`src/hdl/fdss_pkg.sv`:
```
// Shared types, constants and helper functions for the seven-segment scanner.
package fdss_pkg;

    localparam int NUM_DIGITS = 4;
    localparam int DIGIT_IDX_W = $clog2(NUM_DIGITS);
    localparam int VALUE_W = 14;
    localparam int REM_W = 10;
    localparam int CFG_INDEX_W = 8;
    localparam int CFG_DATA_W = 16;

    localparam logic [15:0] DWELL_RESET = 16'd5000;
    localparam logic [7:0] FRAMES_RESET = 8'd10;
    localparam logic [VALUE_W-1:0] READING_MAX = 14'd9999;

    localparam logic [VALUE_W-1:0] WEIGHT_THOUSANDS = 14'd1000;
    localparam logic [VALUE_W-1:0] WEIGHT_HUNDREDS = 14'd100;
    localparam logic [VALUE_W-1:0] WEIGHT_TENS = 14'd10;

    localparam logic [7:0] SEG_E = 8'h79;
    localparam logic [7:0] SEG_R = 8'h50;
    localparam logic [7:0] SEG_BLANK = 8'h00;

    typedef enum logic [CFG_INDEX_W-1:0] {
        REG_DWELL_TICKS       = 8'd0,
        REG_FRAMES_PER_UPDATE = 8'd1
    } cfg_reg_t;

    typedef enum logic [1:0] {
        CONV_IDLE,
        CONV_HUND,
        CONV_TENS
    } conv_phase_t;

    typedef struct packed {
        logic        func;
        logic [15:0] reading;
        logic        reading_valid;
    } in_t;

    typedef struct packed {
        logic [7:0] segments;
        logic [3:0] digit_enable;
    } out_t;

    // Snapshot request from the scan control to the display store
    typedef struct packed {
        logic               take;
        logic               valid;
        logic [VALUE_W-1:0] value;
    } snap_req_t;

    typedef struct packed {
        logic [3:0]         digit;
        logic [VALUE_W-1:0] rem;
    } step_t;

    function automatic logic [7:0] seg_of(input logic [3:0] digit);
        logic [7:0] seg;
        unique case (digit)
            4'd0: seg = 8'h3F;
            4'd1: seg = 8'h06;
            4'd2: seg = 8'h5B;
            4'd3: seg = 8'h4F;
            4'd4: seg = 8'h66;
            4'd5: seg = 8'h6D;
            4'd6: seg = 8'h7D;
            4'd7: seg = 8'h07;
            4'd8: seg = 8'h7F;
            4'd9: seg = 8'h6F;
            default: seg = SEG_BLANK;
        endcase
        return seg;
    endfunction

    // One decimal digit by parallel compares against the weight multiples
    function automatic step_t digit_step(input logic [VALUE_W-1:0] value,
                                         input logic [VALUE_W-1:0] weight);
        step_t s;
        s.digit = 4'd0;
        s.rem = value;
        for (int k = 1; k <= 9; k++) begin
            if (value >= VALUE_W'(k) * weight) begin
                s.digit = 4'(k);
                s.rem = value - VALUE_W'(k) * weight;
            end
        end
        return s;
    endfunction

endpackage

```
`src/hdl/fdss_display_store.sv`:
```
// Digit pattern store with the snapshot conversion: thousands, then hundreds, then tens and units together.
module fdss_display_store
    import fdss_pkg::*;
(
    input  logic                   clk,
    input  logic                   rst_n,
    input  snap_req_t              snap,
    input  logic [DIGIT_IDX_W-1:0] rd_idx,
    output logic [7:0]             rd_pattern
);

    logic [7:0]       shown_reg [NUM_DIGITS];
    logic [7:0]       shown_next [NUM_DIGITS];
    logic [REM_W-1:0] rem_reg;
    logic [REM_W-1:0] rem_next;
    conv_phase_t      phase_reg;
    conv_phase_t      phase_next;

    step_t step_thou;
    step_t step_hund;
    step_t step_tens;

    assign step_thou = digit_step(snap.value, WEIGHT_THOUSANDS);
    assign step_hund = digit_step(VALUE_W'(rem_reg), WEIGHT_HUNDREDS);
    assign step_tens = digit_step(VALUE_W'(rem_reg), WEIGHT_TENS);

    // next phase
    always_comb
    begin
        phase_next = phase_reg;
        if (snap.take) begin
            phase_next = snap.valid ? CONV_HUND : CONV_IDLE;
        end else begin
            unique case (phase_reg)
                CONV_IDLE: phase_next = CONV_IDLE;
                CONV_HUND: phase_next = CONV_TENS;
                CONV_TENS: phase_next = CONV_IDLE;
                default:   phase_next = CONV_IDLE;
            endcase
        end
    end

    // pattern writes and remainder
    always_comb
    begin
        shown_next = shown_reg;
        rem_next = rem_reg;
        if (snap.take) begin
            if (snap.valid) begin
                shown_next[0] = seg_of(step_thou.digit);
                rem_next = step_thou.rem[REM_W-1:0];
            end else begin
                shown_next[0] = SEG_E;
                shown_next[1] = SEG_R;
                shown_next[2] = SEG_R;
                shown_next[3] = SEG_BLANK;
            end
        end else begin
            unique case (phase_reg)
                CONV_IDLE: ;
                CONV_HUND:
                begin
                    shown_next[1] = seg_of(step_hund.digit);
                    rem_next = step_hund.rem[REM_W-1:0];
                end
                CONV_TENS:
                begin
                    shown_next[2] = seg_of(step_tens.digit);
                    shown_next[3] = seg_of(step_tens.rem[3:0]);
                end
                default: ;
            endcase
        end
    end

    // forward the pattern written this cycle
    assign rd_pattern = shown_next[rd_idx];

    always_ff @(posedge clk or negedge rst_n)
    begin
        if (!rst_n) begin
            phase_reg <= CONV_IDLE;
            for (int k = 0; k < NUM_DIGITS; k++) begin
                shown_reg[k] <= SEG_BLANK;
            end
        end else begin
            phase_reg <= phase_next;
            shown_reg <= shown_next;
        end
    end

    always_ff @(posedge clk)
    begin
        rem_reg <= rem_next;
    end

endmodule

```
`src/hdl/four_digit_seven_segment_scanner_unit.sv`:
```
// Top level of the four-digit multiplexed seven-segment scanner.
// Every accepted beat (measurement or tick) yields one result beat in the next cycle, and a
// new beat may be accepted in every cycle; the result register is the only stage, so in_stall
// follows out_stall while a result is held. A snapshot converts the latched reading to
// decimal with the thousands digit first, then hundreds, then tens and units together, so
// each digit is ready by the first tick that shows it. Configuration writes are always taken
// (cfg_ready is high); unknown indexes are ignored. There is no clearing pass after reset.
module four_digit_seven_segment_scanner_unit
    import fdss_pkg::*;
(
    input  logic                   clk,
    input  logic                   rst_n,
    input  logic                   in_valid,
    output logic                   in_stall,
    input  in_t                    in_data,
    output logic                   out_valid,
    input  logic                   out_stall,
    output out_t                   out_data,
    input  logic                   cfg_valid,
    output logic                   cfg_ready,
    input  logic [CFG_INDEX_W-1:0] cfg_index,
    input  logic [CFG_DATA_W-1:0]  cfg_data
);

    logic [15:0]            dwell_ticks_reg;
    logic [7:0]             frames_reg;
    logic [15:0]            pending_reading_reg;
    logic                   pending_valid_reg;
    logic [15:0]            dwell_count_reg;
    logic [15:0]            dwell_count_next;
    logic [DIGIT_IDX_W-1:0] digit_index_reg;
    logic [DIGIT_IDX_W-1:0] digit_index_next;
    logic [7:0]             frame_count_reg;
    logic [7:0]             frame_count_next;
    logic                   out_valid_reg;
    logic                   out_valid_next;
    out_t                   out_data_reg;
    out_t                   out_data_next;

    logic                   accept;
    logic                   tick;
    logic [16:0]            dwell_inc;
    logic [16:0]            dwell_limit;
    logic [7:0]             frame_load;
    logic [7:0]             frame_after;
    logic [DIGIT_IDX_W-1:0] digit_inc;
    logic [7:0]             pattern;
    snap_req_t              snap;

    assign cfg_ready = 1'b1;
    assign in_stall = out_valid_reg && out_stall;
    assign accept = in_valid && !in_stall;
    assign tick = accept && in_data.func;

    assign snap.take = tick && (digit_index_reg == '0) && (dwell_count_reg == '0)
                       && (frame_count_reg == '0);
    assign snap.valid = pending_valid_reg;
    assign snap.value = (pending_reading_reg > 16'(READING_MAX)) ? READING_MAX
                        : pending_reading_reg[VALUE_W-1:0];

    fdss_display_store u_store (
        .clk        (clk),
        .rst_n      (rst_n),
        .snap       (snap),
        .rd_idx     (digit_index_reg),
        .rd_pattern (pattern)
    );

    assign frame_load = (frames_reg == '0) ? 8'd1 : frames_reg;
    assign frame_after = snap.take ? frame_load : frame_count_reg;
    assign dwell_limit = (dwell_ticks_reg == '0) ? 17'd1 : {1'b0, dwell_ticks_reg};
    assign dwell_inc = {1'b0, dwell_count_reg} + 17'd1;
    assign digit_inc = digit_index_reg + DIGIT_IDX_W'(1);

    always_comb
    begin
        dwell_count_next = dwell_count_reg;
        digit_index_next = digit_index_reg;
        frame_count_next = frame_count_reg;
        if (tick) begin
            frame_count_next = frame_after;
            if (dwell_inc >= dwell_limit) begin
                dwell_count_next = '0;
                digit_index_next = digit_inc;
                // count down a frame on wrap to the leftmost digit
                if (digit_inc == '0 && frame_after != '0) begin
                    frame_count_next = frame_after - 8'd1;
                end
            end else begin
                dwell_count_next = dwell_inc[15:0];
            end
        end
    end

    always_comb
    begin
        out_data_next = out_data_reg;
        if (accept) begin
            out_data_next.segments = pattern;
            out_data_next.digit_enable = 4'(4'b0001 << digit_index_reg);
        end
        // hold a stalled beat, drop a delivered one
        if (accept) begin
            out_valid_next = 1'b1;
        end else if (out_stall) begin
            out_valid_next = out_valid_reg;
        end else begin
            out_valid_next = 1'b0;
        end
    end

    always_ff @(posedge clk or negedge rst_n)
    begin
        if (!rst_n) begin
            dwell_ticks_reg <= DWELL_RESET;
            frames_reg <= FRAMES_RESET;
            pending_reading_reg <= '0;
            pending_valid_reg <= 1'b0;
            dwell_count_reg <= '0;
            digit_index_reg <= '0;
            frame_count_reg <= '0;
            out_valid_reg <= 1'b0;
        end else begin
            if (cfg_valid && cfg_ready) begin
                if (cfg_index == REG_DWELL_TICKS) begin
                    dwell_ticks_reg <= cfg_data;
                end else if (cfg_index == REG_FRAMES_PER_UPDATE) begin
                    frames_reg <= cfg_data[7:0];
                end
            end
            if (accept && !in_data.func) begin
                pending_reading_reg <= in_data.reading;
                pending_valid_reg <= in_data.reading_valid;
            end
            dwell_count_reg <= dwell_count_next;
            digit_index_reg <= digit_index_next;
            frame_count_reg <= frame_count_next;
            out_valid_reg <= out_valid_next;
        end
    end

    always_ff @(posedge clk)
    begin
        out_data_reg <= out_data_next;
    end

    assign out_valid = out_valid_reg;
    assign out_data = out_data_reg;

endmodule

```
`config.mk`:
```
export PLATFORM = sky130hd
export DESIGN_NAME = four_digit_seven_segment_scanner_unit
export DESIGN_NICKNAME = d
export VERILOG_FILES = /design/src/hdl/fdss_pkg.sv /design/src/hdl/fdss_display_store.sv /design/src/hdl/four_digit_seven_segment_scanner_unit.sv
export SDC_FILE = /design/constraint.sdc
export NUM_CORES = 1
export LEC_CHECK = 0
export BUFFER_PORTS_ARGS = -buffer_cell sky130_fd_sc_hd__buf_2
export CORE_ASPECT_RATIO = 0.6
export CORE_MARGIN = 2
export CORE_UTILIZATION = 25
export CTS_CLUSTER_DIAMETER = 30
export CTS_CLUSTER_SIZE = 25
export DETAILED_ROUTE_END_ITERATION = 8
export SYNTH_ARGS = -nofsm -noshare
export SYNTH_HDL_FRONTEND = slang
export SYNTH_HIERARCHICAL = 1
export SYNTH_SLANG_ARGS = --single-unit
```
`constraint.sdc`:
```
create_clock -name clk -period 13.29 [get_ports clk]
set_input_delay 1.329 -clock clk [delete_from_list [all_inputs] [get_ports clk]]
set_output_delay 1.329 -clock clk [all_outputs]
set_load 0.02 [all_outputs]
```
# ---- After elaboration in Yosys (flattened, before gate mapping)
# Memory sizes are Yosys's and may differ from the RTL's.
# Index checks and enable logic that the tools add are counted.
dict set report classes {
  add_sub_neg 30
  n_lt_le_gt_ge 30
  eq_ne 5
  shifts 1
  n_mux 51
  n_bitwise 2
  n_reduce_logical 24
}
# operator count
set ops {}
lappend ops {{18-bit two-way mux} 12}
lappend ops {{17-bit two-way mux} 8}
lappend ops {{16-bit two-way mux} 7}
lappend ops {{8-bit two-way mux} 9}
lappend ops {{14-bit by 13-bit greater-or-equal comparator with 1-bit output, second input constant} 4}
lappend ops {{14-bit by 13-bit subtractor with 14-bit output, second input constant} 4}
lappend ops {{24-bit two-way mux} 2}
lappend ops {{15-bit two-way mux} 3}
lappend ops {{10-bit by 10-bit subtractor with 11-bit output, second input constant} 4}
lappend ops {{10-bit by 7-bit subtractor with 11-bit output, second input constant} 4}
lappend ops {{10-bit greater-or-equal comparator, second input constant} 4}
lappend ops {{10-bit by 7-bit greater-or-equal comparator with 1-bit output, second input constant} 4}
lappend ops {{10-bit by 6-bit subtractor with 11-bit output, second input constant} 3}
lappend ops {{10-bit by 9-bit subtractor with 11-bit output, second input constant} 3}
lappend ops {{16-bit logical NOT} 2}
lappend ops {{10-bit by 6-bit greater-or-equal comparator with 1-bit output, second input constant} 3}
lappend ops {{10-bit by 9-bit greater-or-equal comparator with 1-bit output, second input constant} 3}
lappend ops {{10-bit two-way mux} 3}
lappend ops {{14-bit by 12-bit greater-or-equal comparator with 1-bit output, second input constant} 2}
lappend ops {{14-bit by 12-bit subtractor with 14-bit output, second input constant} 2}
lappend ops {{8-bit logical NOT} 3}
lappend ops {{10-bit by 5-bit subtractor with 11-bit output, second input constant} 2}
lappend ops {{10-bit by 5-bit greater-or-equal comparator with 1-bit output, second input constant} 2}
lappend ops {{16-bit by 1-bit adder with 17-bit output, second input constant} 1}
lappend ops {{35 further kinds} 49}
dict set report word_totals {
  reg_bits 124
  romBits 448
  output_inout_bits 15
  elab_cells 163
  n_memories 4
}
# name depth width rd rd_ports_with_merged_regs wr line_no
set mem_list {}
lappend mem_list {{(name not given)} 16 7 1 0 0 fdss_pkg.sv:59} ;# unique case (digit)
lappend mem_list {{(name not given)} 16 7 1 0 0 fdss_pkg.sv:59}
lappend mem_list {{(name not given)} 16 7 1 0 0 fdss_pkg.sv:59}
lappend mem_list {{(name not given)} 16 7 1 0 0 fdss_pkg.sv:59}

# ---- Depth between registers and ports, before layout
# An unclocked memory read counts as a cell.
dict set report logic_depth {
  ltp_word 18
  depth_mapped 22
  ltp_nobuf 21
}

# ---- By module
# The synthesis kept the hierarchy.
# mod n_inst cells_each area_each_um2 seq_area_each_um2
set by_module_without_submodules {}
lappend by_module_without_submodules {fdss_display_store 1 808 6153.4 1151.1}
lappend by_module_without_submodules {four_digit_seven_segment_scanner_unit 1 423 4337.9 2070.7}

# ---- Worst setup path before layout
# OpenSTA, ideal clock, no wires.
dict set report synth_timing {
  kind {reg2reg}
  from {reg pending_reading_reg[6]}
  to {reg out_data_reg (netlist bit out_data[7]) (data pin)}
  setup_time_ns 0.262
  arrival_ns 4.636
  setup_slack_ns 8.392
  path_stages_with_launch 23
  period_less_slack_ns 4.898
  cell_sequence {dfrtp_1 -> nor4_1 -> o21ai_0 -> a211oi_1 -> clkbuf_1 -> and2_1 -> inv_1 -> ha_1 -> a21o_1 -> a32o_1 -> a211oi_1 -> nor2_1 -> nor2_1 -> o21ai_0 -> a21oi_1 -> inv_1 -> ha_1 -> mux2i_1 -> o22a_1 -> a21oi_1 -> a21bo_2 -> o31ai_1 -> a21oi_1}
}
# element line_no
set synth_rtl {}
lappend synth_rtl {{from (decl)} four_digit_seven_segment_scanner_unit.sv:27} ;# logic [15:0] pending_reading_reg;
lappend synth_rtl {{from (signal assigned)} four_digit_seven_segment_scanner_unit.sv:132} ;# pending_reading_reg <= in_data.reading;
lappend synth_rtl {{to (signal assigned)} four_digit_seven_segment_scanner_unit.sv:144} ;# out_data_reg <= out_data_next;
lappend synth_rtl {{to (decl)} four_digit_seven_segment_scanner_unit.sv:37} ;# out_t out_data_reg;

==> out/results.txt <==
The flow ran to the end, and the final reports show no timing, DRC or antenna violations. The cell chosen for the clock root is sky130_fd_sc_hd__clkbuf_16. The final hold violation count is 0, and the number of sinks handled by clock tree synthesis is 124.

After clock tree synthesis, the repair step resized 0 gates. For the total detailed-routing wirelength, the log shows 32900 µm. The longest clock path from root to sink contains 2 buffers.

The tools report the sequential-to-total area share from yosys stat as 30.7%. The logs give 0 for the final count of pins violating max slew and 0.917 mW for the internal power. The run gives 9870 as the number of vias in the routed layout. In this design, the critical path's most frequently occurring cell is sky130_fd_sc_hd__a21oi_1. The nature of the critical path endpoint is a register. The average vias per placed instance is 5.36, and the part of the total power dissipated in the clock network is 35.6%. The clock transition time at the flip-flop clock pins of the worst setup and hold paths is 60 ps, and the first-pass GRT wire length is 51700 µm. STA classifies the critical path startpoint as a register. Averaged over all synthesized cells, the footprint is 8.52 µm². The maximum fanout along the worst path was 13. The core region is 41700 µm².

The run gives 58 as the standard-cell row count. Among all flip-flop cells after synthesis, the most frequent one is sky130_fd_sc_hd__dfrtp_1. The sum of overflow across all layers after global routing is 0, and the cell count after synthesis is 1231. The logs give 0.0774 mV for the peak ir drop on the vdd network and 6 for the detailed-routing iteration count for the pre-antenna-repair pass. The die boundary height was 163 µm. Broken down by cell family, the worst path's largest delay share belongs to compound AO/OA/AOI/OAI gates. After synthesis, the largest area contributor takes up 22.7% of total cell area. The hold-critical path depth was 2; the final-layout setup total negative slack was 0 ps.

The number of setup buffers added after CTS is 0. The cell count of the worst reg-to-reg path is 21, and the initial detailed-routing violation count is 1206. Port buffering added 60 buffers.

The tools report the standby leakage power as 4.99 nW. Summing every instance area after synthesis gives 10500 µm². The worst setup path is of the reg -> reg kind. 0 antenna diodes ended up in the layout. The run gives 0 as the final number of setup-violating endpoints. Routability-driven placement finished with a final weighted congestion of 1.00.

The post-synthesis sequential element count was 124. The switching fraction of total power was 33.9%; the largest stage delay on the critical path was 960 ps. Across every metal layer, demand over resource in global routing totals 15.0%.

Derived from the worst setup path, the maximum achievable clock frequency is 0.159 GHz. The pin count of the biggest net entering global routing is 59, and the clock latency on the worst-skew pair is 430 ps. The number of placed instances, taps included, is 1811.

After detailed routing, the average wire length per cell comes to 17.8 µm. Worst flop-to-flop path startpoint: pending_reading_reg[6]. The synthesized netlist contains 111 unique library cells. The number of buffers and inverters on the critical path is 2. The finished layout holds 1843 standard cells, fillers aside. Worst hold path class: reg -> reg. The floorplan step defined a die boundary enclosing 43700 µm². The run gives 36.3% as the share of total power in sequential cells.

In this run the critical register-to-register path is captured at out_data[7]. Walking the worst path, the cells encountered are nor4_1 -> o21ai_0 -> a211oi_1 -> and2_1 -> inv_1 -> ha_1 -> a21o_1 -> a32o_1 -> a211oi_1 -> nor2_1 -> nor2_1 -> o21ai_0 -> a21oi_1 -> inv_1 -> ha_1 -> mux2i_1 -> o22a_1 -> a21oi_1 -> a21bo_2 -> o31ai_1 -> a21oi_1. The area added between synthesis and finish came out at 14.2%. For this design, the slowest cell found on the critical path is sky130_fd_sc_hd__a211oi_1. The initial standard-cell utilization of the core is 25.2%, and the die span in x is 268 µm. In this run the most critical hold path is launched from u_store/shown_reg[3].

The arrival time of the worst setup path is 6470 ps. Setup repair after global routing left no endpoint under its margin. On the final layout, the worst clock skew is 12.2 ps.

On the final layout, the worst hold slack is 489 ps. The max-cap violation count was 0. After layout, the worst path uses 47.4% of the clock period. Cells with a size suffix above 1 make up 15.7% of the layout. By count the netlist is led by sky130_fd_sc_hd__nand2_1 (136), sky130_fd_sc_hd__dfrtp_1 (95), sky130_fd_sc_hd__ha_1 (84), sky130_fd_sc_hd__o21ai_0 (84), sky130_fd_sc_hd__a21oi_1 (83). TritonCTS created 17 clock buffers. In this run the remaining antenna-violating nets after routing total 0. The count of unresolved DRC violations after routing came out at 0. The via count of the first global-routing pass came out at 8840. The quantity of hold-fixing buffers added after cts was 0; the number of H-tree levels was 4.

For this run, the post-layout net count is 1391. Measured against its own limit, the worst slew margin works out to 22.5%. The HPWL after detailed placement is 25100 µm. The share of async-settable or async-resettable flops after synthesis is 82.3%.

Summed over all instances, the cell type with the most area after synthesis is sky130_fd_sc_hd__dfrtp_1. The synthesis warning total is 6. The number of antenna violations at the first check in global routing was 1; the number of flops mapped to enable cells by yosys was 22. Subtracting the final worst setup slack from the clock period gives 6300 ps. For the fraction of power consumed by combinational cells, the log shows 28.1%. The number of nets in the synthesized netlist is 1362. Worst path required time: 13460 ps. The register-to-register path setup slack was 6990 ps.

TritonCTS built the clock tree. The end of the worst hold path is u_store/shown_reg[3]. Summed over all nets, the switching power comes to 0.471 mW. Ranked by total cell area, the synthesized netlist is headed by sky130_fd_sc_hd__dfrtp_1 (23%), sky130_fd_sc_hd__ha_1 (10%), sky130_fd_sc_hd__edfxtp_1 (6.3%), sky130_fd_sc_hd__nand2_1 (4.9%), sky130_fd_sc_hd__o21ai_0 (4.0%). The post-layout total power was 1.39 mW; the boundary pin count was 62. The power per cell area is 116 nW/µm². The most common cell in the synthesized netlist is sky130_fd_sc_hd__nand2_1.

Transition at the pin with the smallest max-transition slack: 1160 ps. The register with the most flip-flops in the layout has 32 of them.
==> layer usage <==
layer / vias up / track usage (%) / wire [µm]
met3: 42 / 3.90 / 3160
met1: 4785 / 25.1 / 17300
li1: 4594 / - / -
met5: - / 0 / 0
met4: 0 / 1.87 / 257
met2: 449 / 18.7 / 12100
==> worst reg2reg max path: stages, from the launching register on <==
cell and delay [ps]:
sky130_fd_sc_hd__dfrtp_1 400, sky130_fd_sc_hd__nor4_1 280, sky130_fd_sc_hd__o21ai_0 130, sky130_fd_sc_hd__a211oi_1 960, sky130_fd_sc_hd__and2_1 480, sky130_fd_sc_hd__inv_1 280
sky130_fd_sc_hd__ha_1 290, sky130_fd_sc_hd__a21o_1 200, sky130_fd_sc_hd__a32o_1 200, sky130_fd_sc_hd__a211oi_1 670, sky130_fd_sc_hd__nor2_1 140, sky130_fd_sc_hd__nor2_1 170
sky130_fd_sc_hd__o21ai_0 110, sky130_fd_sc_hd__a21oi_1 490, sky130_fd_sc_hd__inv_1 140, sky130_fd_sc_hd__ha_1 330, sky130_fd_sc_hd__mux2i_1 80, sky130_fd_sc_hd__o22a_1 190
sky130_fd_sc_hd__a21oi_1 150, sky130_fd_sc_hd__a21bo_2 230, sky130_fd_sc_hd__o31ai_1 60, sky130_fd_sc_hd__a21oi_1 60
==> cell usage in the layout, fill, tap and decap left out, types with 19 or more instances in the layout <==
cell type                   instances
sky130_fd_sc_hd__nand2_1          136
sky130_fd_sc_hd__dfrtp_1           95
sky130_fd_sc_hd__o21ai_0           84
sky130_fd_sc_hd__ha_1              84
sky130_fd_sc_hd__a21oi_1           83
sky130_fd_sc_hd__nor2_1            75
sky130_fd_sc_hd__inv_1             66
sky130_fd_sc_hd__buf_2             59
sky130_fd_sc_hd__nand3_1           41
sky130_fd_sc_hd__xnor2_1           27
sky130_fd_sc_hd__mux2_2            27
sky130_fd_sc_hd__nor3_1            22
sky130_fd_sc_hd__nand2b_1          22
sky130_fd_sc_hd__edfxtp_1          22
sky130_fd_sc_hd__a21o_1            20
sky130_fd_sc_hd__and2_1            19
sky130_fd_sc_hd__o31ai_1           19
sky130_fd_sc_hd__clkbuf_16         19
==> cells by family after synthesis <==
kind of cell | count (synthesis) | share of synthesized area (%)
AO/OA/AOI/OAI | 392 | 26.0
buffers and inverters | 136 | 5.09
XOR/XNOR | 35 | 2.92
multiplexers | 38 | 4.19
adder cells (fa/ha/maj) | 84 | 10.0
flip-flops | 124 | 30.7
other | 1 | 0.0357
AND/OR/NAND/NOR | 421 | 21.1
==> final cells by class <==
cell class	instances	area, µm²
Fill cell	4425	29700
Timing Repair Buffer	75	415
Clock inverter	11	128
Clock buffer	21	493
Multi-Input combinational cell	971	6750
Tap cell	570	713
Sequential cell	124	3220
Inverter	71	267
==> how the worst max path moves through the flow <==
stage                                start           to  slack (ps)  cells after the start
finish              pending_reading_reg[6]  out_data[7]        6990                     21
global placement    pending_reading_reg[6]  out_data[7]        7140                     21
global route        pending_reading_reg[6]  out_data[5]        6340                     19
CTS                 pending_reading_reg[6]  out_data[7]        7050                     21
floorplan           pending_reading_reg[6]  out_data[7]        8390                     22
detailed placement  pending_reading_reg[6]  out_data[7]        7080                     21
==> power groups by stage <==
| stage | Sequential [mW] | Clock [mW] | Combinational, mW |
|---|---|---|---|
| final | 0.504 | 0.494 | 0.391 |
| after floorplan | 0.494 | 0 | 0.278 |
| after global routing | 0.511 | 0.517 | 0.431 |
| after CTS | 0.502 | 0.498 | 0.386 |
| after global placement | 0.507 | 0 | 0.380 |
| after detailed placement | 0.509 | 0 | 0.383 |
==> through the flow <==
stage / setup WS [ps] / area (µm²) / utilization, %
2_1_floorplan: 8390 / 10500 / -
3_3_place_gp: 7140 / 11400 / 27.3
3_5_place_dp: 7080 / 11400 / 27.3
4_1_cts: 7050 / 12000 / 28.8
5_1_grt: 6340 / 12000 / 28.8
6_report: 6990 / 12000 / 28.8
No activity file was read; power rests on OpenSTA's default activity.
